`src/hdl/dpld_pkg.sv`:
```
// shared types, constants and register codes for the dual pid drive core
package dpld_pkg;

  // default fraction bits of the gains, integrators and pid sums
  localparam int DEF_GAIN_FRAC_BITS = 8;

  localparam int FAST_SPEED_TARGET = 40;
  localparam int SLOW_SPEED_TARGET = 10;
  localparam int FAST_DERIV_SCALE  = 50;
  localparam int STEER_INT_TOP     = 300;
  localparam int SPEED_INT_TOP     = 1000;

  localparam int CFG_IDX_W  = 3;
  localparam int CFG_DATA_W = 16;

  // widths of the gain products and of the pid sums
  localparam int PROD_W = 36;
  localparam int SUM_W  = 40;

  localparam logic [CFG_IDX_W-1:0] REG_LINE_TARGET = 3'd0;
  localparam logic [CFG_IDX_W-1:0] REG_STEER_KP    = 3'd1;
  localparam logic [CFG_IDX_W-1:0] REG_STEER_KI    = 3'd2;
  localparam logic [CFG_IDX_W-1:0] REG_STEER_KD    = 3'd3;
  localparam logic [CFG_IDX_W-1:0] REG_SPEED_KP    = 3'd4;
  localparam logic [CFG_IDX_W-1:0] REG_SPEED_KI    = 3'd5;
  localparam logic [CFG_IDX_W-1:0] REG_SPEED_KD    = 3'd6;
  localparam logic [CFG_IDX_W-1:0] REG_FAST_MODE   = 3'd7;

  typedef struct packed {
    logic        [6:0]  line_position;
    logic signed [15:0] left_encoder_count;
    logic signed [15:0] right_encoder_count;
  } in_item_t;

  typedef struct packed {
    logic [15:0] left_motor_drive;
    logic [15:0] right_motor_drive;
  } out_item_t;

  typedef struct packed {
    logic [6:0]  line_target;
    logic [15:0] steer_kp;
    logic [15:0] steer_ki;
    logic [15:0] steer_kd;
    logic [15:0] speed_kp;
    logic [15:0] speed_ki;
    logic [15:0] speed_kd;
    logic        fast_mode;
  } cfg_t;

  localparam cfg_t CFG_RESET = '{
    line_target: 7'd64,
    steer_kp:    16'd6400,
    steer_ki:    16'd0,
    steer_kd:    16'd12800,
    speed_kp:    16'd7680,
    speed_ki:    16'd51,
    speed_kd:    16'd12800,
    fast_mode:   1'b1
  };

  typedef struct packed {
    logic signed [PROD_W-1:0] steer_p;
    logic signed [PROD_W-1:0] steer_i;
    logic signed [PROD_W-1:0] steer_d;
    logic signed [PROD_W-1:0] speed_p;
    logic signed [PROD_W-1:0] speed_i;
    logic signed [PROD_W-1:0] speed_d;
  } prod_t;

  typedef struct packed {
    logic signed [SUM_W-1:0] steer_sum;
    logic signed [SUM_W-1:0] speed_sum;
  } sum_t;

endpackage

```
`src/hdl/dpld_err_mul.sv`:
```
// error terms, per-mode previous errors and the gain products
module dpld_err_mul (
  input  logic             clk_i,
  input  logic             rst_ni,
  input  logic             en_i,
  input  dpld_pkg::in_item_t item_i,
  input  dpld_pkg::cfg_t   cfg_i,
  output dpld_pkg::prod_t  prod_o
);

  logic signed [7:0]  prev_se_q [2];
  logic signed [17:0] prev_ve_q [2];
  dpld_pkg::prod_t    prod_q;

  logic               mode;
  logic signed [7:0]  se;
  logic signed [8:0]  sd_raw;
  logic signed [14:0] sd_x50;
  logic signed [14:0] sd;
  logic signed [16:0] meas;
  logic signed [16:0] meas_adj;
  logic signed [16:0] meas_half;
  logic signed [16:0] meas_sel;
  logic signed [17:0] spd_tgt;
  logic signed [17:0] ve;
  logic signed [18:0] vd;
  logic signed [16:0] steer_kp_s, steer_ki_s, steer_kd_s;
  logic signed [16:0] speed_kp_s, speed_ki_s, speed_kd_s;
  logic signed [24:0] steer_p_w, steer_i_w;
  logic signed [31:0] steer_d_w;
  logic signed [34:0] speed_p_w, speed_i_w;
  logic signed [35:0] speed_d_w;

  assign mode = cfg_i.fast_mode;

  // steering error and derivative
  assign se     = signed'({1'b0, item_i.line_position}) - signed'({1'b0, cfg_i.line_target});
  assign sd_raw = {se[7], se} - {prev_se_q[mode][7], prev_se_q[mode]};
  assign sd_x50 = {{6{sd_raw[8]}}, sd_raw} * signed'(15'(dpld_pkg::FAST_DERIV_SCALE));
  assign sd     = mode ? sd_x50 : {{6{sd_raw[8]}}, sd_raw};

  // measured speed, halved toward zero in slow mode
  assign meas      = {item_i.left_encoder_count[15], item_i.left_encoder_count}
                   + {item_i.right_encoder_count[15], item_i.right_encoder_count};
  assign meas_adj  = meas + signed'({16'b0, meas[16]});
  assign meas_half = meas_adj >>> 1;
  assign meas_sel  = mode ? meas : meas_half;

  assign spd_tgt = mode ? signed'(18'(dpld_pkg::FAST_SPEED_TARGET))
                        : signed'(18'(dpld_pkg::SLOW_SPEED_TARGET));
  assign ve      = spd_tgt - {meas_sel[16], meas_sel};
  assign vd      = {ve[17], ve} - {prev_ve_q[mode][17], prev_ve_q[mode]};

  assign steer_kp_s = signed'({1'b0, cfg_i.steer_kp});
  assign steer_ki_s = signed'({1'b0, cfg_i.steer_ki});
  assign steer_kd_s = signed'({1'b0, cfg_i.steer_kd});
  assign speed_kp_s = signed'({1'b0, cfg_i.speed_kp});
  assign speed_ki_s = signed'({1'b0, cfg_i.speed_ki});
  assign speed_kd_s = signed'({1'b0, cfg_i.speed_kd});

  assign steer_p_w = steer_kp_s * se;
  assign steer_i_w = steer_ki_s * se;
  assign steer_d_w = steer_kd_s * sd;
  assign speed_p_w = speed_kp_s * ve;
  assign speed_i_w = speed_ki_s * ve;
  assign speed_d_w = speed_kd_s * vd;

  always_ff @(posedge clk_i or negedge rst_ni) begin
    if (!rst_ni) begin
      prev_se_q[0] <= '0;
      prev_se_q[1] <= '0;
      prev_ve_q[0] <= '0;
      prev_ve_q[1] <= '0;
    end else if (en_i) begin
      prev_se_q[mode] <= se;
      prev_ve_q[mode] <= ve;
    end
  end

  always_ff @(posedge clk_i) begin
    if (en_i) begin
      prod_q.steer_p <= dpld_pkg::PROD_W'(steer_p_w);
      prod_q.steer_i <= dpld_pkg::PROD_W'(steer_i_w);
      prod_q.steer_d <= dpld_pkg::PROD_W'(steer_d_w);
      prod_q.speed_p <= dpld_pkg::PROD_W'(speed_p_w);
      prod_q.speed_i <= dpld_pkg::PROD_W'(speed_i_w);
      prod_q.speed_d <= dpld_pkg::PROD_W'(speed_d_w);
    end
  end

  assign prod_o = prod_q;

endmodule

```
`src/hdl/dpld_integ.sv`:
```
// clamped integrators and the steering and speed pid sums
module dpld_integ #(
  parameter int GAIN_FRAC_BITS = dpld_pkg::DEF_GAIN_FRAC_BITS
) (
  input  logic            clk_i,
  input  logic            rst_ni,
  input  logic            en_i,
  input  dpld_pkg::prod_t prod_i,
  output dpld_pkg::sum_t  sums_o
);

  localparam int IW = dpld_pkg::PROD_W + 1;
  localparam logic signed [IW-1:0] STEER_TOP =
    IW'(dpld_pkg::STEER_INT_TOP * (1 << GAIN_FRAC_BITS));
  localparam logic signed [IW-1:0] SPEED_TOP =
    IW'(dpld_pkg::SPEED_INT_TOP * (1 << GAIN_FRAC_BITS));
  localparam logic signed [IW-1:0] ACC_MIN = {{(IW-31){1'b1}}, 31'b0};

  function automatic logic signed [31:0] clamp_acc(
    input logic signed [IW-1:0] s,
    input logic signed [IW-1:0] top
  );
    logic signed [IW-1:0] r;
    if (s > top) r = top;
    else if (s < ACC_MIN) r = ACC_MIN;
    else r = s;
    return r[31:0];
  endfunction

  logic signed [31:0] steer_acc_q, speed_acc_q;
  logic signed [31:0] steer_acc_d, speed_acc_d;
  logic signed [IW-1:0] steer_raw, speed_raw;
  dpld_pkg::sum_t sums_q;

  assign steer_raw = IW'(steer_acc_q) + IW'(prod_i.steer_i);
  assign speed_raw = IW'(speed_acc_q) + IW'(prod_i.speed_i);
  assign steer_acc_d = clamp_acc(steer_raw, STEER_TOP);
  assign speed_acc_d = clamp_acc(speed_raw, SPEED_TOP);

  always_ff @(posedge clk_i or negedge rst_ni) begin
    if (!rst_ni) begin
      steer_acc_q <= '0;
      speed_acc_q <= '0;
    end else if (en_i) begin
      steer_acc_q <= steer_acc_d;
      speed_acc_q <= speed_acc_d;
    end
  end

  always_ff @(posedge clk_i) begin
    if (en_i) begin
      sums_q.steer_sum <= dpld_pkg::SUM_W'(prod_i.steer_p) + dpld_pkg::SUM_W'(prod_i.steer_d)
                        + dpld_pkg::SUM_W'(steer_acc_d);
      sums_q.speed_sum <= dpld_pkg::SUM_W'(prod_i.speed_p) + dpld_pkg::SUM_W'(prod_i.speed_d)
                        + dpld_pkg::SUM_W'(speed_acc_d);
    end
  end

  assign sums_o = sums_q;

endmodule

```
`src/hdl/dpld_motor.sv`:
```
// motor mix, truncation and saturation into the result register
module dpld_motor #(
  parameter int GAIN_FRAC_BITS = dpld_pkg::DEF_GAIN_FRAC_BITS
) (
  input  logic                clk_i,
  input  logic                en_i,
  input  dpld_pkg::sum_t      sums_i,
  output dpld_pkg::out_item_t drive_o
);

  localparam int MW = dpld_pkg::SUM_W + 1;

  function automatic logic [15:0] to_motor(input logic signed [MW-1:0] v);
    logic [15:0] r;
    if (v[MW-1]) r = '0;
    else if (|v[MW-2:GAIN_FRAC_BITS+16]) r = '1;
    else r = v[GAIN_FRAC_BITS+15:GAIN_FRAC_BITS];
    return r;
  endfunction

  logic signed [MW-1:0] mix_add, mix_sub;
  dpld_pkg::out_item_t  drive_q;

  assign mix_add = MW'(sums_i.speed_sum) + MW'(sums_i.steer_sum);
  assign mix_sub = MW'(sums_i.speed_sum) - MW'(sums_i.steer_sum);

  always_ff @(posedge clk_i) begin
    if (en_i) begin
      drive_q.left_motor_drive  <= to_motor(mix_add);
      drive_q.right_motor_drive <= to_motor(mix_sub);
    end
  end

  assign drive_o = drive_q;

endmodule

```
`src/hdl/dual_pid_line_follow_drive_core.sv`:
```
// line-following differential drive controller: steering pid and speed pid per control tick
//
// one transfer in gives one transfer out, through the input register, gain product register,
// integrator and pid sum register, then the result register. a new tick can be taken every
// cycle unless a stall has backed up to the input register. the two integrators close their
// loop through a combinational add and clamp and the per-mode previous errors update as a
// tick leaves the input register, so back-to-back ticks see the state of the tick before.
// every stage holds while the one after it is full and stalled, so ticks keep flowing into
// empty stages while a finished result waits. write the registers only while no tick is
// in flight; fast_mode chooses the speed target, the measured speed and the steering
// derivative scale, and each mode keeps its own previous errors.
module dual_pid_line_follow_drive_core #(
  parameter int GAIN_FRAC_BITS = dpld_pkg::DEF_GAIN_FRAC_BITS
) (
  input  logic                                clk_i,
  input  logic                                rst_ni,
  // configuration writes
  input  logic                                cfg_we_i,
  input  logic [dpld_pkg::CFG_IDX_W-1:0]      cfg_idx_i,
  input  logic [dpld_pkg::CFG_DATA_W-1:0]     cfg_data_i,
  // control tick in
  input  logic                                in_valid_i,
  output logic                                in_ready_o,
  input  dpld_pkg::in_item_t                  in_data_i,
  // motor drives out
  output logic                                out_valid_o,
  input  logic                                out_ready_i,
  output dpld_pkg::out_item_t                 out_data_o
);

  dpld_pkg::cfg_t      cfg_q;
  dpld_pkg::in_item_t  in_q;
  logic                a_valid_q, b_valid_q, c_valid_q, o_valid_q;
  logic                adv_o, adv_c, adv_b, adv_a;
  dpld_pkg::prod_t     prod;
  dpld_pkg::sum_t      sums;

  // register writes
  always_ff @(posedge clk_i or negedge rst_ni) begin
    if (!rst_ni) begin
      cfg_q <= dpld_pkg::CFG_RESET;
    end else if (cfg_we_i) begin
      case (cfg_idx_i)
        dpld_pkg::REG_LINE_TARGET: cfg_q.line_target <= cfg_data_i[6:0];
        dpld_pkg::REG_STEER_KP:    cfg_q.steer_kp    <= cfg_data_i;
        dpld_pkg::REG_STEER_KI:    cfg_q.steer_ki    <= cfg_data_i;
        dpld_pkg::REG_STEER_KD:    cfg_q.steer_kd    <= cfg_data_i;
        dpld_pkg::REG_SPEED_KP:    cfg_q.speed_kp    <= cfg_data_i;
        dpld_pkg::REG_SPEED_KI:    cfg_q.speed_ki    <= cfg_data_i;
        dpld_pkg::REG_SPEED_KD:    cfg_q.speed_kd    <= cfg_data_i;
        dpld_pkg::REG_FAST_MODE:   cfg_q.fast_mode   <= cfg_data_i[0];
        default: ;
      endcase
    end
  end

  // stage advance: a stage moves on when the next one is empty or moving too
  assign adv_o = !o_valid_q || out_ready_i;
  assign adv_c = !c_valid_q || adv_o;
  assign adv_b = !b_valid_q || adv_c;
  assign adv_a = !a_valid_q || adv_b;

  assign in_ready_o = adv_a;

  always_ff @(posedge clk_i or negedge rst_ni) begin
    if (!rst_ni) begin
      a_valid_q <= 1'b0;
      b_valid_q <= 1'b0;
      c_valid_q <= 1'b0;
      o_valid_q <= 1'b0;
    end else begin
      if (adv_a) a_valid_q <= in_valid_i;
      if (adv_b) b_valid_q <= a_valid_q;
      if (adv_c) c_valid_q <= b_valid_q;
      if (adv_o) o_valid_q <= c_valid_q;
    end
  end

  // input register
  always_ff @(posedge clk_i) begin
    if (in_valid_i && adv_a) begin
      in_q <= in_data_i;
    end
  end

  // errors and gain products; previous errors update only with a real tick
  dpld_err_mul u_err_mul (
    .clk_i  (clk_i),
    .rst_ni (rst_ni),
    .en_i   (a_valid_q && adv_b),
    .item_i (in_q),
    .cfg_i  (cfg_q),
    .prod_o (prod)
  );

  // integrators and pid sums
  dpld_integ #(
    .GAIN_FRAC_BITS (GAIN_FRAC_BITS)
  ) u_integ (
    .clk_i  (clk_i),
    .rst_ni (rst_ni),
    .en_i   (b_valid_q && adv_c),
    .prod_i (prod),
    .sums_o (sums)
  );

  // motor mix into the result register
  dpld_motor #(
    .GAIN_FRAC_BITS (GAIN_FRAC_BITS)
  ) u_motor (
    .clk_i   (clk_i),
    .en_i    (c_valid_q && adv_o),
    .sums_i  (sums),
    .drive_o (out_data_o)
  );

  assign out_valid_o = o_valid_q;

endmodule

```
`config.mk`:
```
export PLATFORM = sky130hd
export DESIGN_NAME = dual_pid_line_follow_drive_core
export DESIGN_NICKNAME = d
export VERILOG_FILES = /design/src/hdl/dpld_pkg.sv /design/src/hdl/dpld_err_mul.sv /design/src/hdl/dpld_integ.sv /design/src/hdl/dpld_motor.sv /design/src/hdl/dual_pid_line_follow_drive_core.sv
export SDC_FILE = /design/constraint.sdc
export NUM_CORES = 2
export LEC_CHECK = 0
export BUFFER_PORTS_ARGS = -buffer_cell sky130_fd_sc_hd__clkbuf_2
export CAP_MARGIN = 10
export CORE_UTILIZATION = 55
export CTS_CLUSTER_SIZE = 25
export DETAILED_ROUTE_END_ITERATION = 8
export HOLD_SLACK_MARGIN = 0.08
export PLACE_DENSITY = 0.71
export SYNTH_ARGS = -nofsm -noshare
export SYNTH_HDL_FRONTEND = slang
export SYNTH_SLANG_ARGS = --single-unit
```
`constraint.sdc`:
```
create_clock -name clk_i -period 23 [get_ports clk_i]
set_input_delay 2.3 -clock clk_i [delete_from_list [all_inputs] [get_ports clk_i]]
set_output_delay 2.3 -clock clk_i [all_outputs]
set_load 0.005 [all_outputs]
```
# After elaboration in Yosys (flattened, before gate mapping)
# Index checks and enable logic that the tools add are counted.
[word_totals] reg_bits=563 output_inout_bits=34
[classes] addsub=14 n_mul=7 n_lt_le_gt_ge=6 eq_ne=7 muxes=21 bitwise=1 reduce_logical=24
[ops] cell="$mux 32" count=4
[ops] cell="$mux 18" count=4
[ops] cell="$mul 17x18->35" count=2
[ops] cell="$mul 17x8->25" count=2
[ops] cell="$add 40x40->41" count=1
[ops] cell="$sub 40x40->41" count=1
[ops] cell="$add 37x32->38" count=1
[ops] cell="$add 35x36->37" count=1
[ops] cell="$add 32x35->36" count=1
[ops] cell="$bwmux 36" count=1
[ops] cell="$gt 36x19->1 const B" count=1
[ops] cell="$lt 36x32->1 const B" count=1
[ops] cell="$mul 17x19->36" count=1
[ops] cell="$add 33x32->34" count=1
[ops] cell="$add 25x32->33" count=1
[ops] cell="$add 32x25->33" count=1
[ops] cell="$gt 33x18->1 const B" count=1
[ops] cell="$lt 33x32->1 const B" count=1
[ops] cell="$mul 17x15->32" count=1
[ops] cell="$mux 16" count=2
[ops] cell="$mux 8" count=4
[ops] cell="$reduce_or 16->1" count=2
[ops] cell="$sub 18x18->19" count=1
[ops] cell="$demux 18 s1" count=1
[ops] cell="other kinds (22)" count=43

# Depth between registers and ports, before layout
[logic_depth] ltp_word=8 mapped_depth=59 depth_no_buf=57

# Cells and area by module
# From an unflattened synthesis, not the netlist that was laid out.
[hier_totals] hier_cells=9667 hier_area_um2=90923.5
[modules_own_cells] module="dpld_err_mul" n_inst=1 cells_per_inst=6809 area_per_inst_um2=63791.2 seq_area_each_um2=6946.7
[modules_own_cells] module="dpld_integ" n_inst=1 cells_per_inst=1744 area_per_inst_um2=15244.6 seq_area_each_um2=3883.7
[modules_own_cells] module="dpld_motor" n_inst=1 cells_per_inst=830 area_per_inst_um2=6327.3 seq_area_each_um2=960.9
[modules_own_cells] module="dual_pid_line_follow_drive_core" n_inst=1 cells_per_inst=284 area_per_inst_um2=5560.3 seq_area_each_um2=3897.5

# Least setup slack after synthesis
# OpenSTA, ideal clock, no wires.
[synth_path] kind="register -> register" from="register cfg_q[0] (netlist name)" to="register u_err_mul.prod_q (netlist bit u_err_mul.prod_o[136]) (data pin)" t_arrival_ps=12822 t_required_ps=22741 path_slack_ps=9919 stages_incl_launch_ff=51 n_path_buf=9 period_less_slack_ps=13081 cell_sequence="dfstp_2 -> clkbuf_1 -> clkbuf_1 -> clkbuf_1 -> buf_1 -> buf_1 -> clkbuf_1 -> buf_1 -> clkbuf_1 -> mux2i_1 -> ha_1 -> a21o_1 -> a21o_1 -> a21oi_1 -> o21bai_1 -> a21o_1 -> a21oi_1 -> xor2_1 -> [15 not listed] -> fa_1 -> inv_1 -> fa_1 -> inv_1 -> fa_1 -> fa_1 -> inv_1 -> fa_1 -> ha_1 -> or3_1 -> a211o_1 -> a2111oi_0 -> o31ai_1 -> o211ai_1 -> o21ai_0 -> a21o_1 -> a21o_1 -> xor2_1"
[synth_between] elab_chain_len=8
[synth_lines] item="start, declared" line_no="dual_pid_line_follow_drive_core.sv:31" rtl="dpld_pkg::cfg_t cfg_q;"
[synth_lines] item="start signal, assigned" line_no="dual_pid_line_follow_drive_core.sv:41" rtl="cfg_q <= dpld_pkg::CFG_RESET;"
[synth_lines] item="$not 1->2 (implied by the code)" line_no="dpld_err_mul.sv:38" rtl="assign sd_raw = {se[7], se} - {prev_se_q[mode][7], prev_se_q[mode]};"
[synth_lines] item="$mux 8 (implied by the code) (3 in a row)" line_no="dpld_err_mul.sv:38"
[synth_lines] item="$sub 8x8->9" line_no="dpld_err_mul.sv:38"
[synth_lines] item="$mul 15x5->14" line_no="dpld_err_mul.sv:39" rtl="assign sd_x50 = {{6{sd_raw[8]}}, sd_raw} * signed'(15'(dpld_pkg::FAST_DERIV_SCALE));"
[synth_lines] item="$mux 15 (*)" line_no="dpld_err_mul.sv:40" rtl="assign sd = mode ? sd_x50 : {{6{sd_raw[8]}}, sd_raw};"
[synth_lines] item="$mul 17x15->32 (*)" line_no="dpld_err_mul.sv:63" rtl="assign steer_d_w = steer_kd_s * sd;"
[synth_lines] item="via u_err_mul.steer_d_w[28]" line_no="dpld_err_mul.sv:30" rtl="logic signed [31:0] steer_d_w;"
[synth_lines] item="end, declared" line_no="dpld_err_mul.sv:13" rtl="dpld_pkg::prod_t prod_q;"
# Mark *: on every way through the listed nets, which the timed path passes. The rest lies on a longest branch. The select of a mux whose other input is x is not followed.
# A chain may end at the register's enable or synchronous reset.

# Worst setup path in the final report
[layout_path] from="register in_q[0] (netlist name)" to="register u_err_mul.prod_q (netlist bit u_err_mul.prod_o[34]) (data pin)"
[layout_between] elab_chain_len=6
[layout_lines] item="start, declared" line_no="dual_pid_line_follow_drive_core.sv:32" rtl="dpld_pkg::in_item_t in_q;"
[layout_lines] item="start signal, assigned" line_no="dual_pid_line_follow_drive_core.sv:82" rtl="in_q <= in_data_i;"
[layout_lines] item="$add 16x16->17 (*)" line_no="dpld_err_mul.sv:44" rtl="+ {item_i.right_encoder_count[15], item_i.right_encoder_count};"
[layout_lines] item="$add 17x2->17" line_no="dpld_err_mul.sv:45" rtl="assign meas_adj = meas + signed'({16'b0, meas[16]});"
[layout_lines] item="$mux 17 (*)" line_no="dpld_err_mul.sv:47" rtl="assign meas_sel = mode ? meas : meas_half;"
[layout_lines] item="via u_err_mul.meas_sel[0]" line_no="dpld_err_mul.sv:23" rtl="logic signed [16:0] meas_sel;"
[layout_lines] item="$sub 7x17->18 (*)" line_no="dpld_err_mul.sv:51" rtl="assign ve = spd_tgt - {meas_sel[16], meas_sel};"
[layout_lines] item="$sub 18x18->19 (*)" line_no="dpld_err_mul.sv:52" rtl="assign vd = {ve[17], ve} - {prev_ve_q[mode][17], prev_ve_q[mode]};"
[layout_lines] item="$mul 17x19->36 (*)" line_no="dpld_err_mul.sv:66" rtl="assign speed_d_w = speed_kd_s * vd;"
[layout_lines] item="via u_err_mul.speed_d_w[34]" line_no="dpld_err_mul.sv:32" rtl="logic signed [35:0] speed_d_w;"
# Mark *: on every way through the listed nets, which the timed path passes. The rest lies on a longest branch.

==> results.cfg <==
[outcome]
outcome = finished clean

[place]
place.gp.congestion = 0.939
postPlaceCellArea_um2 = 87600
hpwl_mm = 177
portBuffers = 96

[timing]
tightest_slew_ns = 1.36
fmax_mhz = 64.2
finalClockSkew_ns = 0.0457
period_minus_slack_ns = 15.59
tns_ns = 0
rsz0062_at_grt = no
finalCritPeriodShare_pct = 67.8
setup_viol = 0
slew_violations = 0
maxSlewHeadroom_pct = 9.06
timing.hold.ws_ns = 0.480
hold_viol = 0

[finish]
area_delta_synth_final_pct = 5.88
nNetsFinal = 11000
drive_gt1_share_pct = 6.62
fin_area_um2 = 90200

[grt]
grt-ovfl-total = 0
antenna_found_initial = 18
grt_pass1_wl_mm = 355
grt_max_degree = 81
grt_pass1_vias = 63800
grt_use_total_pct = 29.0

[synth]
synth-edff-count = 331
syn-cell-area_um2 = 85200
synth.area.top_cells = fa_1 (31%), edfxtp_1 (12%), ha_1 (12%)
yosysTopAreaCell = fa_1
syn_area_per_cell_um2 = 9.55
synth.top_cell.area_share_pct = 31.1
synth-seq-cells = 555
ys.warnings.count = 0
async_flop_share_pct = 40.4
ys.flop_type = edfxtp_1
syn_nets = 11100
synthCells = 8921
yosysSeqAreaShare_pct = 18.3
ys_types = 96

[route]
vias = 62500
drt-total-wl_mm = 223
drt.antenna.violating_nets = 0
dr.pass1.iters = 8
vias_per_cell = 5.71
drt_iter0_markers = 4333
routedWlPerCell_um = 20.4
drc = 0

[setup_path]
slowest_delay_ns = 0.72
r2r_cells = 52
worstReg2RegEnd = u_err_mul.prod_o[34]
start_kind = flip-flop
crit_fanout = 35
r2r_start = in_q[0]
endpoint_kind = flip-flop
cp_common_cell = fa_1
startpoint = in_q[0]
worstPathRequired_ns = 23.42
cp_slowest_cell = o32ai_1
path_class = flip-flop to flip-flop
cp.arrival_ns = 16.01
r2r_slack_ns = 7.41

[floorplanning]
die_area_um2 = 156000
start_util_pct = 55.3
core_um2 = 154000
placementRows = 144
ios = 97
die_w_um = 395
die_h_um = 395

[clock_tree]
cts_buffers = 71
clkTransAtPathRegs_ns = 0.07
clock_sinks = 555
cts_setup_buffers = 0
clk_path_buf_depth = 3
root_buffer = clkbuf_16
cts_hold_buf = 0
htreeDepth = 3
cts_tree = done
cts_resized = 0
clock_latency_ns = 0.69

[run]
drv_cap = 0

[worst_hold_path]
min_path_cells = 2
hold_path.class = flip-flop to flip-flop
hp-start = u_integ.steer_acc_q[22]
hold_end = u_integ.steer_acc_q[22]
==> sequential cells by signal, summed over array words and instances (netlist names) <==
register,cells
u_err_mul.prod_o,188
out_valid_o,1
u_err_mul.prev_se_q,16
u_integ.sums_o,72
u_motor.drive_o,32
a_valid_q,1
c_valid_q,1
u_integ.speed_acc_q,32
u_integ.steer_acc_q,32
b_valid_q,1
u_err_mul.prev_ve_q,36
in_q,39
cfg_q,104
==> Yosys cell counts (all sizes together) (25+ instances only) <==
library cell	n
a211oi	45
a21o	142
a21oi	309
a31oi	60
and2	537
and3	46
buf	41
clkbuf	288
dfrtp	205
edfxtp	331
fa	1323
ha	787
inv	1667
mux2	155
mux2i	39
nand2	931
nand2b	57
nand3	85
nand4	28
nor2	346
nor2b	174
nor3	120
o211ai	27
o21a	60
o21ai	199
o21bai	60
o22ai	25
o31ai	45
or2	61
or3	28
xnor2	261
xor2	105
==> area by class of cell <==
class | count | area (µm²)
fill | 13200 | 63700
clock inverter | 42 | 492
sequential | 555 | 15600
inverter | 1668 | 6260
tap | 2044 | 2560
multi-input combinational | 6369 | 62300
antenna | 9 | 22.5
clock buffer | 90 | 1970
timing repair buffer | 168 | 1030
==> metrics by stage <==
step	setup WS [ns]	util, %	std cells
2_1_floorplan	9.92	-	8921
3_3_place_gp	7.97	57.0	10800
3_5_place_dp	7.54	57.0	10800
4_1_cts	7.52	58.6	10900
5_1_grt	6.23	58.6	10900
6_report	7.41	58.6	10900
==> critical path, delay by kind of cell, from the launching register on <==
kind                     cells  cell delay, ns
AO/OA/AOI/OAI               22            6.67
adder cells (fa/ha/maj)     11            4.63
AND/OR/NAND/NOR             10            2.18
buffers and inverters        7            1.26
flip-flops                   1            0.32
XOR/XNOR                     2            0.27
==> metal layers <==
metal  track usage [%]  wire, µm  vias up
met4              8.74      7230       12
met3              5.36     18700      384
met2              44.8     99500     2267
li1                  -         -    28300
met5                 0        90        -
met1              41.5     97600    31600
==> worst max-delay path by stage <==
stage                                  to  slack [ns]  depth (start not counted)
finish               u_err_mul.prod_o[34]        7.41                         52
global route         u_err_mul.prod_o[34]        6.23                         52
CTS                  u_err_mul.prod_o[34]        7.52                         52
global placement     u_err_mul.prod_o[34]        7.97                         52
floorplan           u_err_mul.prod_o[136]        9.92                         50
detailed placement   u_err_mul.prod_o[34]        7.54                         52
==> cells by family after synthesis <==
kind of cell / Yosys count / synth area share, %
flip-flops: 555 / 18.3
XOR/XNOR: 366 / 3.79
adder cells (fa/ha/maj): 2114 / 42.7
AO/OA/AOI/OAI: 1191 / 9.32
multiplexers: 194 / 2.51
AND/OR/NAND/NOR: 2504 / 14.5
buffers and inverters: 1997 / 8.86
==> placed cells by master, fill, tap and decap left out, drive strengths merged, types with 18 or more instances in the layout <==
cell type / count
clkinv: 23
dfrtp: 205
a21boi: 19
nand2b: 57
dfstp: 19
a211o: 18
nand3: 85
nand4: 28
and3: 46
o21a: 60
clkbuf: 187
and2: 537
mux2: 155
o21ai: 199
nand3b: 22
nor2b: 174
o211ai: 27
o22ai: 25
a2111oi: 24
a21o: 142
buf: 71
or3: 28
o31ai: 45
ha: 787
a22o: 24
a31oi: 60
nor3: 120
nor4: 18
xnor2: 261
a211oi: 45
nor2: 346
or2: 61
o21bai: 60
nand2: 931
fa: 1323
mux2i: 39
xor2: 105
edfxtp: 331
a21oi: 309
inv: 1675
Power is not shown: default switching activity piles up to over one toggle a cycle in this logic, so the estimate is an artifact.
